### src/sv/uap_pkg.sv
// ----------------------------------------------------------------------------
// uap_pkg
// Shared types and constants for the username/password request parser.
// ----------------------------------------------------------------------------
package uap_pkg;

  // Longest user or password field accepted, in bytes (1 to 255)
  localparam logic [7:0] FIELD_LEN_MAX = 8'd255;

  localparam logic [7:0] AUTH_VERSION = 8'h01;

  typedef enum logic [2:0] {
    PH_VERSION = 3'd0,
    PH_ULEN    = 3'd1,
    PH_USER    = 3'd2,
    PH_PLEN    = 3'd3,
    PH_PASS    = 3'd4
  } phase_t;

  typedef enum logic [1:0] {
    ST_MORE  = 2'd0,
    ST_DONE  = 2'd1,
    ST_ERROR = 2'd2
  } status_t;

  typedef struct packed {
    logic [1:0] status;
    logic [2:0] field_kind;
    logic [7:0] byte_value;
    logic [7:0] byte_index;
    logic       last_in_field;
  } result_t;

  // Parser state flags exported for checking
  typedef struct packed {
    logic done;
    logic error;
  } flags_t;

endpackage

### src/sv/uap_in_stage.sv
// ----------------------------------------------------------------------------
// uap_in_stage
// Input register: captures one request item and holds it until the parser
// takes it.
// ----------------------------------------------------------------------------
module uap_in_stage (
  input  logic       clk,
  input  logic       rst,
  input  logic       in_valid,
  output logic       in_ready,
  input  logic       req_type,
  input  logic [7:0] data_byte,
  output logic       s_valid,
  input  logic       s_ready,
  output logic       s_req_type,
  output logic [7:0] s_data_byte
);
  import uap_pkg::*;

  logic       full;
  logic       req_type_q;
  logic [7:0] data_byte_q;

  // Take a new item when empty or when the held one leaves this cycle
  assign in_ready = !full || s_ready;

  always_ff @(posedge clk) begin
    if (rst) begin
      full <= 1'b0;
    end else if (in_ready) begin
      full <= in_valid;
    end
    if (in_ready && in_valid) begin
      req_type_q  <= req_type;
      data_byte_q <= data_byte;
    end
  end

  assign s_valid     = full;
  assign s_req_type  = req_type_q;
  assign s_data_byte = data_byte_q;

endmodule

### src/sv/uap_core.sv
// ----------------------------------------------------------------------------
// uap_core
// Parser state and single-step decode: forms the result for the held item
// and advances the state when that item moves on.
// ----------------------------------------------------------------------------
module uap_core (
  input  logic             clk,
  input  logic             rst,
  input  logic             advance,
  input  logic             req_type,
  input  logic [7:0]       data_byte,
  output uap_pkg::result_t result,
  output uap_pkg::flags_t  flags
);
  import uap_pkg::*;

  phase_t     phase, phase_next;
  logic       done_flag, done_flag_next;
  logic       error_flag, error_flag_next;
  logic [7:0] user_length, user_length_next;
  logic [7:0] pass_length, pass_length_next;
  logic [7:0] bytes_seen, bytes_seen_next;

  logic       len_ok;
  logic [8:0] seen_inc;
  logic       user_last;
  logic       pass_last;

  assign len_ok    = (data_byte != 8'd0) && (data_byte <= FIELD_LEN_MAX);
  assign seen_inc  = {1'b0, bytes_seen} + 9'd1;
  assign user_last = seen_inc >= {1'b0, user_length};
  assign pass_last = seen_inc >= {1'b0, pass_length};

  always_comb begin
    phase_next       = phase;
    done_flag_next   = done_flag;
    error_flag_next  = error_flag;
    user_length_next = user_length;
    pass_length_next = pass_length;
    bytes_seen_next  = bytes_seen;
    result.status        = ST_MORE;
    result.field_kind    = 3'(PH_VERSION);
    result.byte_value    = data_byte;
    result.byte_index    = 8'd0;
    result.last_in_field = 1'b0;

    if (req_type) begin
      phase_next       = PH_VERSION;
      done_flag_next   = 1'b0;
      error_flag_next  = 1'b0;
      user_length_next = 8'd0;
      pass_length_next = 8'd0;
      bytes_seen_next  = 8'd0;
      result.byte_value = 8'd0;
    end else if (error_flag) begin
      result.status = ST_ERROR;
    end else if (done_flag) begin
      result.status = ST_DONE;
    end else begin
      case (phase)
        PH_VERSION: begin
          result.field_kind = 3'(PH_VERSION);
          if (data_byte != AUTH_VERSION) begin
            error_flag_next = 1'b1;
            result.status   = ST_ERROR;
          end else begin
            phase_next = PH_ULEN;
          end
        end
        PH_ULEN: begin
          result.field_kind = 3'(PH_ULEN);
          if (!len_ok) begin
            error_flag_next = 1'b1;
            result.status   = ST_ERROR;
          end else begin
            user_length_next = data_byte;
            bytes_seen_next  = 8'd0;
            phase_next       = PH_USER;
          end
        end
        PH_USER: begin
          result.field_kind    = 3'(PH_USER);
          result.byte_index    = bytes_seen;
          result.last_in_field = user_last;
          if (user_last) begin
            bytes_seen_next = 8'd0;
            phase_next      = PH_PLEN;
          end else begin
            bytes_seen_next = seen_inc[7:0];
          end
        end
        PH_PLEN: begin
          result.field_kind = 3'(PH_PLEN);
          if (!len_ok) begin
            error_flag_next = 1'b1;
            result.status   = ST_ERROR;
          end else begin
            pass_length_next = data_byte;
            bytes_seen_next  = 8'd0;
            phase_next       = PH_PASS;
          end
        end
        PH_PASS: begin
          result.field_kind    = 3'(PH_PASS);
          result.byte_index    = bytes_seen;
          result.last_in_field = pass_last;
          bytes_seen_next      = seen_inc[7:0];
          if (pass_last) begin
            done_flag_next = 1'b1;
            result.status  = ST_DONE;
          end
        end
        default: begin
          error_flag_next = 1'b1;
          result.status   = ST_ERROR;
        end
      endcase
    end
  end

  always_ff @(posedge clk) begin
    if (rst) begin
      phase       <= PH_VERSION;
      done_flag   <= 1'b0;
      error_flag  <= 1'b0;
      user_length <= 8'd0;
      pass_length <= 8'd0;
      bytes_seen  <= 8'd0;
    end else if (advance) begin
      phase       <= phase_next;
      done_flag   <= done_flag_next;
      error_flag  <= error_flag_next;
      user_length <= user_length_next;
      pass_length <= pass_length_next;
      bytes_seen  <= bytes_seen_next;
    end
  end

  assign flags.done  = done_flag;
  assign flags.error = error_flag;

endmodule

### src/sv/userpass_auth_request_parser_unit.sv
// An accepted item passes the input register, then the result register.
// Throughput: 1 item per cycle while the output is not stalled (out_ready).
// Reset (rst, synchronous): empties both registers, parser awaits version.
// ----------------------------------------------------------------------------
// userpass_auth_request_parser_unit
// Username/password authentication request parser: one byte per item,
// tagged result per byte, sticky done and error until a restart item.
// ----------------------------------------------------------------------------
module userpass_auth_request_parser_unit (
  input  logic       clk,
  input  logic       rst,
  input  logic       in_valid,
  output logic       in_ready,
  input  logic       req_type,
  input  logic [7:0] data_byte,
  output logic       out_valid,
  input  logic       out_ready,
  output logic [1:0] status,
  output logic [2:0] field_kind,
  output logic [7:0] byte_value,
  output logic [7:0] byte_index,
  output logic       last_in_field
);
  import uap_pkg::*;

  logic       s_valid;
  logic       s_ready;
  logic       s_req_type;
  logic [7:0] s_data_byte;
  logic       advance;
  result_t    result;
  result_t    result_q;
  flags_t     flags;

  uap_in_stage u_in_stage (
    .clk         (clk),
    .rst         (rst),
    .in_valid    (in_valid),
    .in_ready    (in_ready),
    .req_type    (req_type),
    .data_byte   (data_byte),
    .s_valid     (s_valid),
    .s_ready     (s_ready),
    .s_req_type  (s_req_type),
    .s_data_byte (s_data_byte)
  );

  // Result register frees up when empty or when the output item is taken
  assign s_ready = !out_valid || out_ready;
  assign advance = s_valid && s_ready;

  uap_core u_core (
    .clk       (clk),
    .rst       (rst),
    .advance   (advance),
    .req_type  (s_req_type),
    .data_byte (s_data_byte),
    .result    (result),
    .flags     (flags)
  );

  always_ff @(posedge clk) begin
    if (rst) begin
      out_valid <= 1'b0;
    end else if (s_ready) begin
      out_valid <= s_valid;
    end
    if (advance) begin
      result_q <= result;
    end
  end

  assign status        = result_q.status;
  assign field_kind    = result_q.field_kind;
  assign byte_value    = result_q.byte_value;
  assign byte_index    = result_q.byte_index;
  assign last_in_field = result_q.last_in_field;

`ifndef NO_ASSERTIONS
  // Done and error are never set together
  a_flags_exclusive: assert property (@(posedge clk) disable iff (rst)
    !(flags.done && flags.error))
    else $error("done and error flags both set");

  // Last-of-field only tags user or password bytes
  a_last_kind: assert property (@(posedge clk) disable iff (rst)
    (out_valid && last_in_field) |->
      (field_kind == 3'(PH_USER) || field_kind == 3'(PH_PASS)))
    else $error("last_in_field on a non-data field");

  // A completing password byte always closes its field
  a_done_last: assert property (@(posedge clk) disable iff (rst)
    (out_valid && status == ST_DONE && field_kind == 3'(PH_PASS)) |-> last_in_field)
    else $error("request complete without final password byte");

  // Once complete, the done flag holds until a restart moves through
  a_done_sticky: assert property (@(posedge clk) disable iff (rst)
    (flags.done && !(advance && s_req_type)) |=> flags.done)
    else $error("done flag dropped without restart");
`endif

endmodule
### config.mk
export PLATFORM = sky130hd
export DESIGN_NAME = userpass_auth_request_parser_unit
export DESIGN_NICKNAME = d
export VERILOG_FILES = /design/src/sv/uap_pkg.sv /design/src/sv/uap_in_stage.sv /design/src/sv/uap_core.sv /design/src/sv/userpass_auth_request_parser_unit.sv
export SDC_FILE = /design/constraint.sdc
export NUM_CORES = 1
export LEC_CHECK = 0
export ABC_AREA = 1
export BUFFER_PORTS_ARGS = -buffer_cell sky130_fd_sc_hd__buf_2
export CAP_MARGIN = 20
export CORE_MARGIN = 5
export CORE_UTILIZATION = 26
export CTS_CLUSTER_SIZE = 12
export DETAILED_ROUTE_END_ITERATION = 8
export GPL_TIMING_DRIVEN = 0
export PLACE_DENSITY = 0.49
export SETUP_SLACK_MARGIN = 0.1
export SLEW_MARGIN = 20
export SYNTH_ARGS = -nofsm -noshare
export SYNTH_HDL_FRONTEND = slang
export SYNTH_HIERARCHICAL = 1
export SYNTH_SLANG_ARGS = --single-unit
### constraint.sdc
create_clock -name clk -period 3.9 [get_ports clk]
set_input_delay 0.195 -clock clk [delete_from_list [all_inputs] [get_ports clk]]
set_output_delay 0.195 -clock clk [all_outputs]
set_load 0.02 [all_outputs]
==> results.md, run 1 <==
- Final antenna-violating net count: 0
- Buf+Inv Stages, Crit Path: 1
- Max transition margin: 0.440
- First-pass GRT wire length: 11.9 mm
- Clk slew on worst S/H paths: 0.06 ns
- Critical-path cell list: ha_1 > nand2_1 > nor2_4 > nand3_1 > xor2_1 > ha_1 > a21o_1 > nand3_1 > nand2_1 > nor2_2 > nand3_2 > nand2_1 > nand2_1 > o21ai_1 > inv_1
- Syn_nets: 385
- Avg Synthesized Cell Area: 8.70 um2
- CTS Buf Count: 9
- Commonest non-fill, non-tap cell in the layout: nand2_1
- Initial Util: 0.268
- Max VDD drop: 181 uV
- # setup viols final: 0
- TNS Setup: 0 ns
- Die Area: 14200 um2
- Top Family by Delay on Critical Path: simple AND/OR/NAND/NOR gates
- DR WL/cell: 12.7 um
- Core area: 11500 um2
- Antenna violations before repair: 0
- Post-CTS Setup Repair Bufs: 0
- Final setup skew: 0.00644 ns
- Ports: 37
- DR DRC count: 0
- Min Tclk post-route: 2.71 ns
- TritonCTS clock tree: done
- Share of layout cells above drive strength 1: 0.199
- CP Max Fanout: 5
- Die width: 119 um
- Clock sinks: 62
- Dpl cell area: 3490 um2
- Achievable frequency: 369 MHz
- Period utilisation layout: 0.696
- # nets final: 433
- DP Cell Count: 535
- Status: complete, no violations
- GRT Total Usage: 0.104
- Worst Setup End Kind: flip-flop
- Die height: 119 um
- Pre-CTS setup slack: 1.18 ns
- Vias per cell: 4.45
- Cell area after layout: 3790 um2
- Slew Limit Fails: 0
- Worst skew pair latency: 0.32 ns
- Worst Path Arrival: 2.93 ns
- DPL Wire Length: 5.50 mm
- Vias: 2450
- P per Cell Area: 462 nW/um2
- Core Rows: 39
- Post-CTS sizing: 0
- Power Total: 1750 uW
- Antenna cell count: 0
- Final hold viol count: 0
- Crit-path max cell delay: 0.42 ns
- Pleak: 0.00165 uW
- Critical Path RT: 4.12 ns
- CP Launch Type: flip-flop
- Most frequent cell on the critical path: nand2_1
- 1st-pass router iterations: 4
- Vias in the first global route: 2509
- Synth warn: 6
- Root Driver: clkbuf_16
- Initial DRC count: 97
- Most frequent cells in the layout: nand2_1 (55), inv_1 (47), nor2_1 (46)
- Cells after Synth: 355
- Max H-tree Level: 3
- Max-cap viol count: 0
- Largest net degree at the start of global routing: 17
- Slew @ Worst Pin: 0.840 ns
- Slowest CP cell: dfxtp_1
- Port buffer count: 36
- Setup CP Type: flip-flop to flip-flop
- Post-CTS Hold Fix Bufs: 0
- Gp weighted congestion: 0.806
- Clock tree buffer depth: 2
- Area of the mapped netlist: 3090 um2
- Setup ws final: 1.19 ns
- Count of non-filler cells in the finished layout: 551
- Hold WC Path Type: input pin to flip-flop
- Grt total ovfl: 0
- P&R area growth vs syn: 22.6%
- Setup repair after global routing missed its margin: false
- Routed WL: 6.98 mm
worst register-to-register path, stage by stage (launching register included):
cell     delay (ns)
dfxtp_1        0.42
ha_1           0.21
nand2_1        0.09
nor2_4         0.17
nand3_1        0.11
xor2_1         0.29
ha_1           0.33
a21o_1         0.17
nand3_1        0.08
nand2_1        0.08
nor2_2         0.15
nand3_2        0.13
nand2_1        0.10
nand2_1        0.08
o21ai_1        0.14
inv_1          0.05
area by class of cell:
| cell class | count | area [um2] |
|---|---|---|
| fill | 1238 | 7730 |
| multi-input combinational | 235 | 1320 |
| clock inverter | 7 | 73.8 |
| tap | 143 | 179 |
| buffer | 7 | 36.3 |
| sequential | 62 | 1550 |
| clock buffer | 9 | 225 |
| inverter | 51 | 191 |
| timing repair buffer | 37 | 208 |
sequential cells by signal, summed over array words and instances (netlist names), 2 cells and up:
register and count:
field_kind 3, u_core/pass_length 8, u_core/bytes_seen 8, u_core/user_length 8
u_in_stage/s_data_byte 8, byte_value 8, status 2, byte_index 8
u_core/phase 3
where the power goes:
part	leakage (uW)	internal, uW	total [uW]	switching, uW
logic	0.000947	68.4	214	146
registers	0.000557	719	736	16.4
clock network	0.000146	496	798	301
total	0.00165	1280	1750	464
metrics by stage:
| stage | hold WS (ns) | utilization |
|---|---|---|
| 2_1_floorplan | 0.257 | - |
| 3_3_place_gp | 0.373 | 0.299 |
| 3_5_place_dp | 0.373 | 0.303 |
| 4_1_cts | 0.0243 | 0.329 |
| 5_1_grt | 0.0232 | 0.329 |
| 6_report | 0.0433 | 0.329 |
routing by layer:
metal | part of all wire | GRT usage
met1 | 0.47 | 0.129
met2 | 0.49 | 0.176
met3 | 0.025 | 0.0251
met4 | 0.013 | 0.0384
met5 | 0 | 0
final timing paths:
kind,from,to,slack (ns),cells past startpoint
max,u_core/bytes_seen[0]$_SDFFE_PP0P_,u_core/phase[1]$_SDFFE_PP0P_,1.19,15
max reg2reg,u_core/bytes_seen[0]$_SDFFE_PP0P_,u_core/phase[1]$_SDFFE_PP0P_,1.19,15
min reg2reg,u_core/pass_length[4]$_SDFFE_PP0P_,u_core/pass_length[4]$_SDFFE_PP0P_,0.48,2
min,data_byte[2],u_in_stage/s_data_byte[2]$_DFFE_PP_,0.04,1
(Power assumes the default switching activity.)
==> run 2: changes to the inputs <==
--- a/config.mk
+++ b/config.mk
@@ -5,7 +5,7 @@
 export SDC_FILE = /design/constraint.sdc
 export NUM_CORES = 1
 export LEC_CHECK = 0
-export ABC_AREA = 1
+export ABC_AREA = 0
 export BUFFER_PORTS_ARGS = -buffer_cell sky130_fd_sc_hd__buf_2
 export CAP_MARGIN = 20
 export CORE_MARGIN = 5
@@ -13,7 +13,7 @@
 export CTS_CLUSTER_SIZE = 12
 export DETAILED_ROUTE_END_ITERATION = 8
 export GPL_TIMING_DRIVEN = 0
-export PLACE_DENSITY = 0.49
+export PLACE_DENSITY = 0.5
 export SETUP_SLACK_MARGIN = 0.1
 export SLEW_MARGIN = 20
 export SYNTH_ARGS = -nofsm -noshare
==> constraint.sdc (replaced) <==
create_clock -name clk -period 2.4 [get_ports clk]
set_input_delay 0.12 -clock clk [delete_from_list [all_inputs] [get_ports clk]]
set_output_delay 0.12 -clock clk [all_outputs]
set_load 0.02 [all_outputs]
==> run 2 against run 1 <==
  * Flip-flop and latch count did not move
  * Via count fell by 10%
  * Combinational power fell by 4%
  * Fmax rose by 17%
  * Critical path type unchanged
  * Register-to-register slack got worse by 1.1 ns
  * Largest power group unchanged
  * Sequential power rose by 58%
  * Count of clock-buffer cells in the layout did not move
==> results.md, run 2 <==
- Status: complete, no violations
- Largest net degree at the start of global routing: 27
- Clock tree buffer depth: 2
- DR top layer: met4
- Core Rows: 39
- Routed WL: 6.78 mm
- Footprint of the multi-input gates: 1470 um2
- Fin util: 0.351
- DR WL met3: 347 um
- Register area: 1560 um2
- DR DRC count: 0
- DRT met1 WL: 3.25 mm
- Core area: 11300 um2
- Final antenna-violating net count: 0
- Wire length on met2: 3.09 mm
- DR WL/cell: 13.6 um
- Pleak: 0.00163 uW
- Share of layout cells above drive strength 1: 0.302
- # setup viols final: 0
- Syn_nets: 312
- Critical-path cell list: ha_4 > and4_4 > nand2_4 > or2_4 > nand2_4 > ha_4 > and3_4 > and3_4 > a21oi_4 > nand3_2 > nand2_1 > a21oi_2
- DPL Wire Length: 4.64 mm
- Avg Synthesized Cell Area: 10.6 um2
- P&R area growth vs syn: 33.2%
- Initial DRC count: 82
- Final setup skew: 0.00617 ns
- Max VDD drop: 308 uV
- Ports: 37
- First-pass GRT wire length: 10.7 mm
- Internal: 2040 uW
- GRT Total Usage: 0.103
- 1st-pass router iterations: 4
- CP Max Fanout: 4
- # nets final: 379
- Grt total ovfl: 0
- Commonest non-fill, non-tap cell in the layout: buf_2
- Root Driver: clkbuf_16
- Worst skew pair latency: 0.33 ns
- Die width: 117 um
- Die Area: 13700 um2
- Setup ws final: 0.0733 ns
- Comb pwr share: 0.077
- Critical Path RT: 2.47 ns
- Max H-tree Level: 3
- TritonCTS clock tree: done
- Total of fill cells in the finished design: 1143
- Seq pwr share: 0.437
- Area of the mapped netlist: 2980 um2
- Die height: 117 um
- Worst Path Arrival: 2.40 ns
- Sw power: 628 uW
- Synth warn: 6
- Slowest CP cell: dfxtp_4
- Period utilisation layout: 0.969
- Clock sinks: 62
- CP Launch Type: flip-flop
- Sw Ratio: 0.236
- Port buffer count: 36
- Achievable frequency: 430 MHz
- Max transition margin: 0.589
- Worst Setup End Kind: flip-flop
- Crit-path max cell delay: 0.37 ns
- Clk slew on worst S/H paths: 0.06 ns
- Vias: 2193
- Slew @ Worst Pin: 0.611 ns
- Pre-CTS setup slack: -0.160 ns
- Max-cap viol count: 0
- Gp weighted congestion: 0.861
- Clock power frac: 0.486
- Vias in the first global route: 2121
- Antenna cell count: 0
- Final hold viol count: 0
- Min Tclk post-route: 2.33 ns
- P per Cell Area: 670 nW/um2
- Vias per cell: 4.41
- Antenna violations before repair: 0
- Setup CP Type: flip-flop to flip-flop
- Setup repair after global routing missed its margin: true
- Most frequent cells in the layout: buf_2 (39), edfxtp_1 (31), dfxtp_1 (27), nor2_1 (27), inv_1 (22)
- Slew Limit Fails: 0
- CTS Buf Count: 9
- Cells after Synth: 282
- Hold WC Path Type: input pin to flip-flop
- Initial Util: 0.264
run 2: metal layers:
metal | vias to the layer above | GRT usage
li1 | 1116 | -
met1 | 1013 | 0.130
met2 | 55 | 0.166
met3 | 9 | 0.0324
met4 | 0 | 0.0390
met5 | - | 0
run 2: power groups by stage:
stage / Sequential, uW / Combinational, uW / Clock [uW]
after floorplan: 1210 / 96.7 / 0
after global placement: 1190 / 177 / 0
after detailed placement: 1190 / 179 / 0
after CTS: 1160 / 197 / 1320
after global routing: 1170 / 224 / 1380
final: 1160 / 205 / 1290
run 2: final cells by class:
class	instances	area share
plain buffers	9	0.0104
flip-flops and latches	62	0.393
clock inverters	7	0.0183
well taps	143	0.0450
inverters	22	0.0208
multi-input cells	190	0.369
repair buffers	55	0.0875
clock buffers	9	0.0566
run 2: what timing repair did:
action | CTS | global route
pin swaps | 10 | 11
resized for setup | 11 | 22
gates cloned | 0 | 1
endpoints found under the setup margin | 11 | 13
buffers inserted | 9 | 0
endpoints found under the hold margin | 11 | 0
hold buffers | 10 | 0
run 2: worst paths after layout:
path / endpoint / slack [ns] / cells after the start / startpoint
setup / recovery: last_in_field$_DFFE_PP_ / 0.07 / 12 / u_core/bytes_seen[0]$_SDFFE_PP0P_
hold / removal: u_in_stage/s_valid$_SDFFE_PP0P_ / 0.04 / 3 / in_valid
setup reg to reg: last_in_field$_DFFE_PP_ / 0.07 / 12 / u_core/bytes_seen[0]$_SDFFE_PP0P_
hold reg to reg: u_core/bytes_seen[4]$_SDFFE_PP0P_ / 0.47 / 2 / u_core/bytes_seen[4]$_SDFFE_PP0P_
run 2: worst max-delay path: cells and delay by family, from the launching register on:
| kind | cells | cell delay (ns) |
|---|---|---|
| and+or+nand+nor | 8 | 1.16 |
| DFF | 1 | 0.37 |
| adders and majority gates | 2 | 0.33 |
| AOI/OAI and AO/OA | 2 | 0.23 |
run 2: per-stage QoR:
stage,power (uW),instances,TNS [ns],hold WS (ns),area (um2)
floorplan,1310,282,0,0.182,3010
global placement,1360,461,-0.514,0.299,3370
detailed placement,1370,461,-0.667,0.298,3370
CTS,2690,496,0,0.0327,3880
global route,2770,497,-0.0227,0.0365,3980
finish,2660,497,0,0.0422,3980
==> run 3: changes to the inputs <==
--- a/config.mk
+++ b/config.mk
@@ -7,7 +7,7 @@
 export LEC_CHECK = 0
 export ABC_AREA = 0
 export BUFFER_PORTS_ARGS = -buffer_cell sky130_fd_sc_hd__buf_2
-export CAP_MARGIN = 20
+export CAP_MARGIN = 0
 export CORE_MARGIN = 5
 export CORE_UTILIZATION = 26
 export CTS_CLUSTER_SIZE = 12
==> constraint.sdc (replaced) <==
create_clock -name clk -period 2.4 [get_ports clk]
set_input_delay 0.36 -clock clk [delete_from_list [all_inputs] [get_ports clk]]
set_output_delay 0.36 -clock clk [all_outputs]
set_load 0.02 [all_outputs]
==> run 3 against run 2 <==
  * Hold slack improved by 0.16 ns
  * Critical path depth did not move
  * Via count is 1.7% lower
  * Non-clock buffer count decreased by 10
  * Setup slack about the same
  * Flip-flop and latch count unchanged
  * Combinational power down 6%
  * Register-to-register slack about the same
  * Global-route usage down 0.19 points
  * Power shrank 0.52%
  * Count of clock-buffer cells in the layout did not move
  * Utilization down 0.88 points
==> results.md, run 3 (synthesis results as in run 2) <==
- Vias in the first global route: 2088
- Port buffer count: 36
- Comb pwr share: 0.073
- TritonCTS clock tree: done
- Slew Limit Fails: 0
- Worst R2R Setup Slack: 0.07 ns
- P per Cell Area: 684 nW/um2
- Grt total ovfl: 0
- Sw power: 625 uW
- Achievable frequency: 430 MHz
- Hold slack: 0.207 ns
- Vias: 2155
- Max H-tree Level: 3
- Final hold viol count: 0
- Final setup skew: 0.00609 ns
- Setup repair after global routing missed its margin: true
- Most frequent cells in the layout: buf_2 (39), edfxtp_1 (31), dfxtp_1 (27), nor2_1 (27), inv_1 (22)
- Post-CTS Hold Fix Bufs: 0
- Final antenna-violating net count: 0
- Register area: 1560 um2
- DR WL/cell: 13.7 um
- Setup CP Type: flip-flop to flip-flop
- DR DRC count: 0
- Antenna cell count: 0
- Max-cap viol count: 0
- # nets final: 369
- Max VDD drop: 307 uV
- Ports: 37
- DPL Wire Length: 4.64 mm
- Clock sinks: 62
- Footprint of the multi-input gates: 1470 um2
- Pleak: 0.00159 uW
- CP Max Fanout: 4
- Internal: 2020 uW
- Slew @ Worst Pin: 0.608 ns
- Critical Path RT: 2.48 ns
- Clk slew on worst S/H paths: 0.06 ns
- Die height: 117 um
- Clock power frac: 0.488
- Core area: 11300 um2
- P&R area growth vs syn: 29.9%
- FF-to-FF Start: u_core/bytes_seen[0]$_SDFFE_PP0P_
- FF-to-FF path depth: 12
- Sw Ratio: 0.236
- Pre-CTS setup slack: -0.160 ns
- Status: complete, no violations
- Hold WC Path Type: input pin to flip-flop
- Crit-path max cell delay: 0.37 ns
- Total of fill cells in the finished design: 1154
- Gp weighted congestion: 0.861
- Share of layout cells above drive strength 1: 0.311
- Vias per cell: 4.43
- First-pass GRT wire length: 10.5 mm
- Dpl cell area: 3370 um2
- Period utilisation layout: 0.969
- Initial Util: 0.264
- Die Area: 13700 um2
- Max transition margin: 0.590
- Seq pwr share: 0.440
- CTS Buf Count: 9
- Largest net degree at the start of global routing: 27
- Setup ws final: 0.0733 ns
- Hold Crit Start: data_byte[2]
- # setup viols final: 0
- TNS Setup: 0 ns
- Routed WL: 6.66 mm
- Buf+Inv Stages, Crit Path: 0
- Slowest CP cell: dfxtp_4
- Worst Path Arrival: 2.40 ns
- Critical-path cell list: ha_4 > and4_4 > nand2_4 > or2_4 > nand2_4 > ha_4 > and3_4 > and3_4 > a21oi_4 > nand3_2 > nand2_1 > a21oi_2
- Top Family by Delay on Critical Path: simple AND/OR/NAND/NOR gates
- GRT Total Usage: 0.101
- Initial DRC count: 113
- Hold Path Sink: u_in_stage/s_data_byte[2]$_DFFE_PP_
- Antenna violations before repair: 0
- Core Rows: 39
- Commonest non-fill, non-tap cell in the layout: buf_2
- Clock tree buffer depth: 2
- CP Launch Type: flip-flop
- Die width: 117 um
- Worst Setup End Kind: flip-flop
- WHS Path Cells: 1
- Cell area after layout: 3880 um2
- Reg-to-reg endpoint: last_in_field$_DFFE_PP_
- 1st-pass router iterations: 4
- Root Driver: clkbuf_16
- Worst skew pair latency: 0.33 ns
- Min Tclk post-route: 2.33 ns
[run 3: how the worst max path moves through the flow]
stage	from	end	slack (ns)	cells past startpoint
final	u_core/bytes_seen[0]$_SDFFE_PP0P_	last_in_field$_DFFE_PP_	0.07	12
after CTS	u_core/bytes_seen[0]$_SDFFE_PP0P_	u_core/bytes_seen[5]$_SDFFE_PP0P_	0.02	12
after floorplan	u_core/bytes_seen[0]$_SDFFE_PP0P_	last_in_field$_DFFE_PP_	0.11	12
after detailed placement	u_core/bytes_seen[0]$_SDFFE_PP0P_	last_in_field$_DFFE_PP_	-0.16	12
after global placement	u_core/bytes_seen[0]$_SDFFE_PP0P_	last_in_field$_DFFE_PP_	-0.15	12
after global routing	u_core/bytes_seen[1]$_SDFFE_PP0P_	u_core/phase[0]$_SDFFE_PP0P_	-0.02	12
[run 3: layer usage]
metal  share of wire  wire length (um)  global-route usage  vias to the layer above
li1                -                 -                   -                     1096
met5               0                 0                   0                        -
met3           0.057               378              0.0324                        8
met4           0.010                69              0.0390                        0
met2            0.45              3010               0.160                       57
met1            0.48              3210               0.129                      994
[run 3: timing repair]
item	CTS	global route
endpoints found under the setup margin	11	13
gates resized for setup	11	22
buffers inserted	9	0
cloned	0	1
pin swaps	10	11
[run 3: area by class of cell]
type | count | share of cell area
flip-flops and latches | 62 | 0.403
clock buffers | 9 | 0.0581
clock inverters | 7 | 0.0187
well taps | 143 | 0.0462
plain buffers | 9 | 0.0107
multi-input cells | 190 | 0.378
repair buffers | 45 | 0.0639
inverters | 22 | 0.0213
[run 3: per-stage QoR]
stage / instances / power (uW) / utilization
3_5_place_dp: 461 / 1370 / 0.297
2_1_floorplan: 282 / 1310 / -
5_1_grt: 487 / 2760 / 0.342
6_report: 487 / 2650 / 0.342
4_1_cts: 486 / 2670 / 0.334
3_3_place_gp: 461 / 1360 / 0.297
[run 3: power by group through the flow]
stage	registers, uW	logic [uW]	clock network [uW]
finish	1160	192	1290
global route	1170	210	1380
global placement	1190	177	0
floorplan	1210	96.7	0
detailed placement	1190	179	0
CTS	1160	185	1320
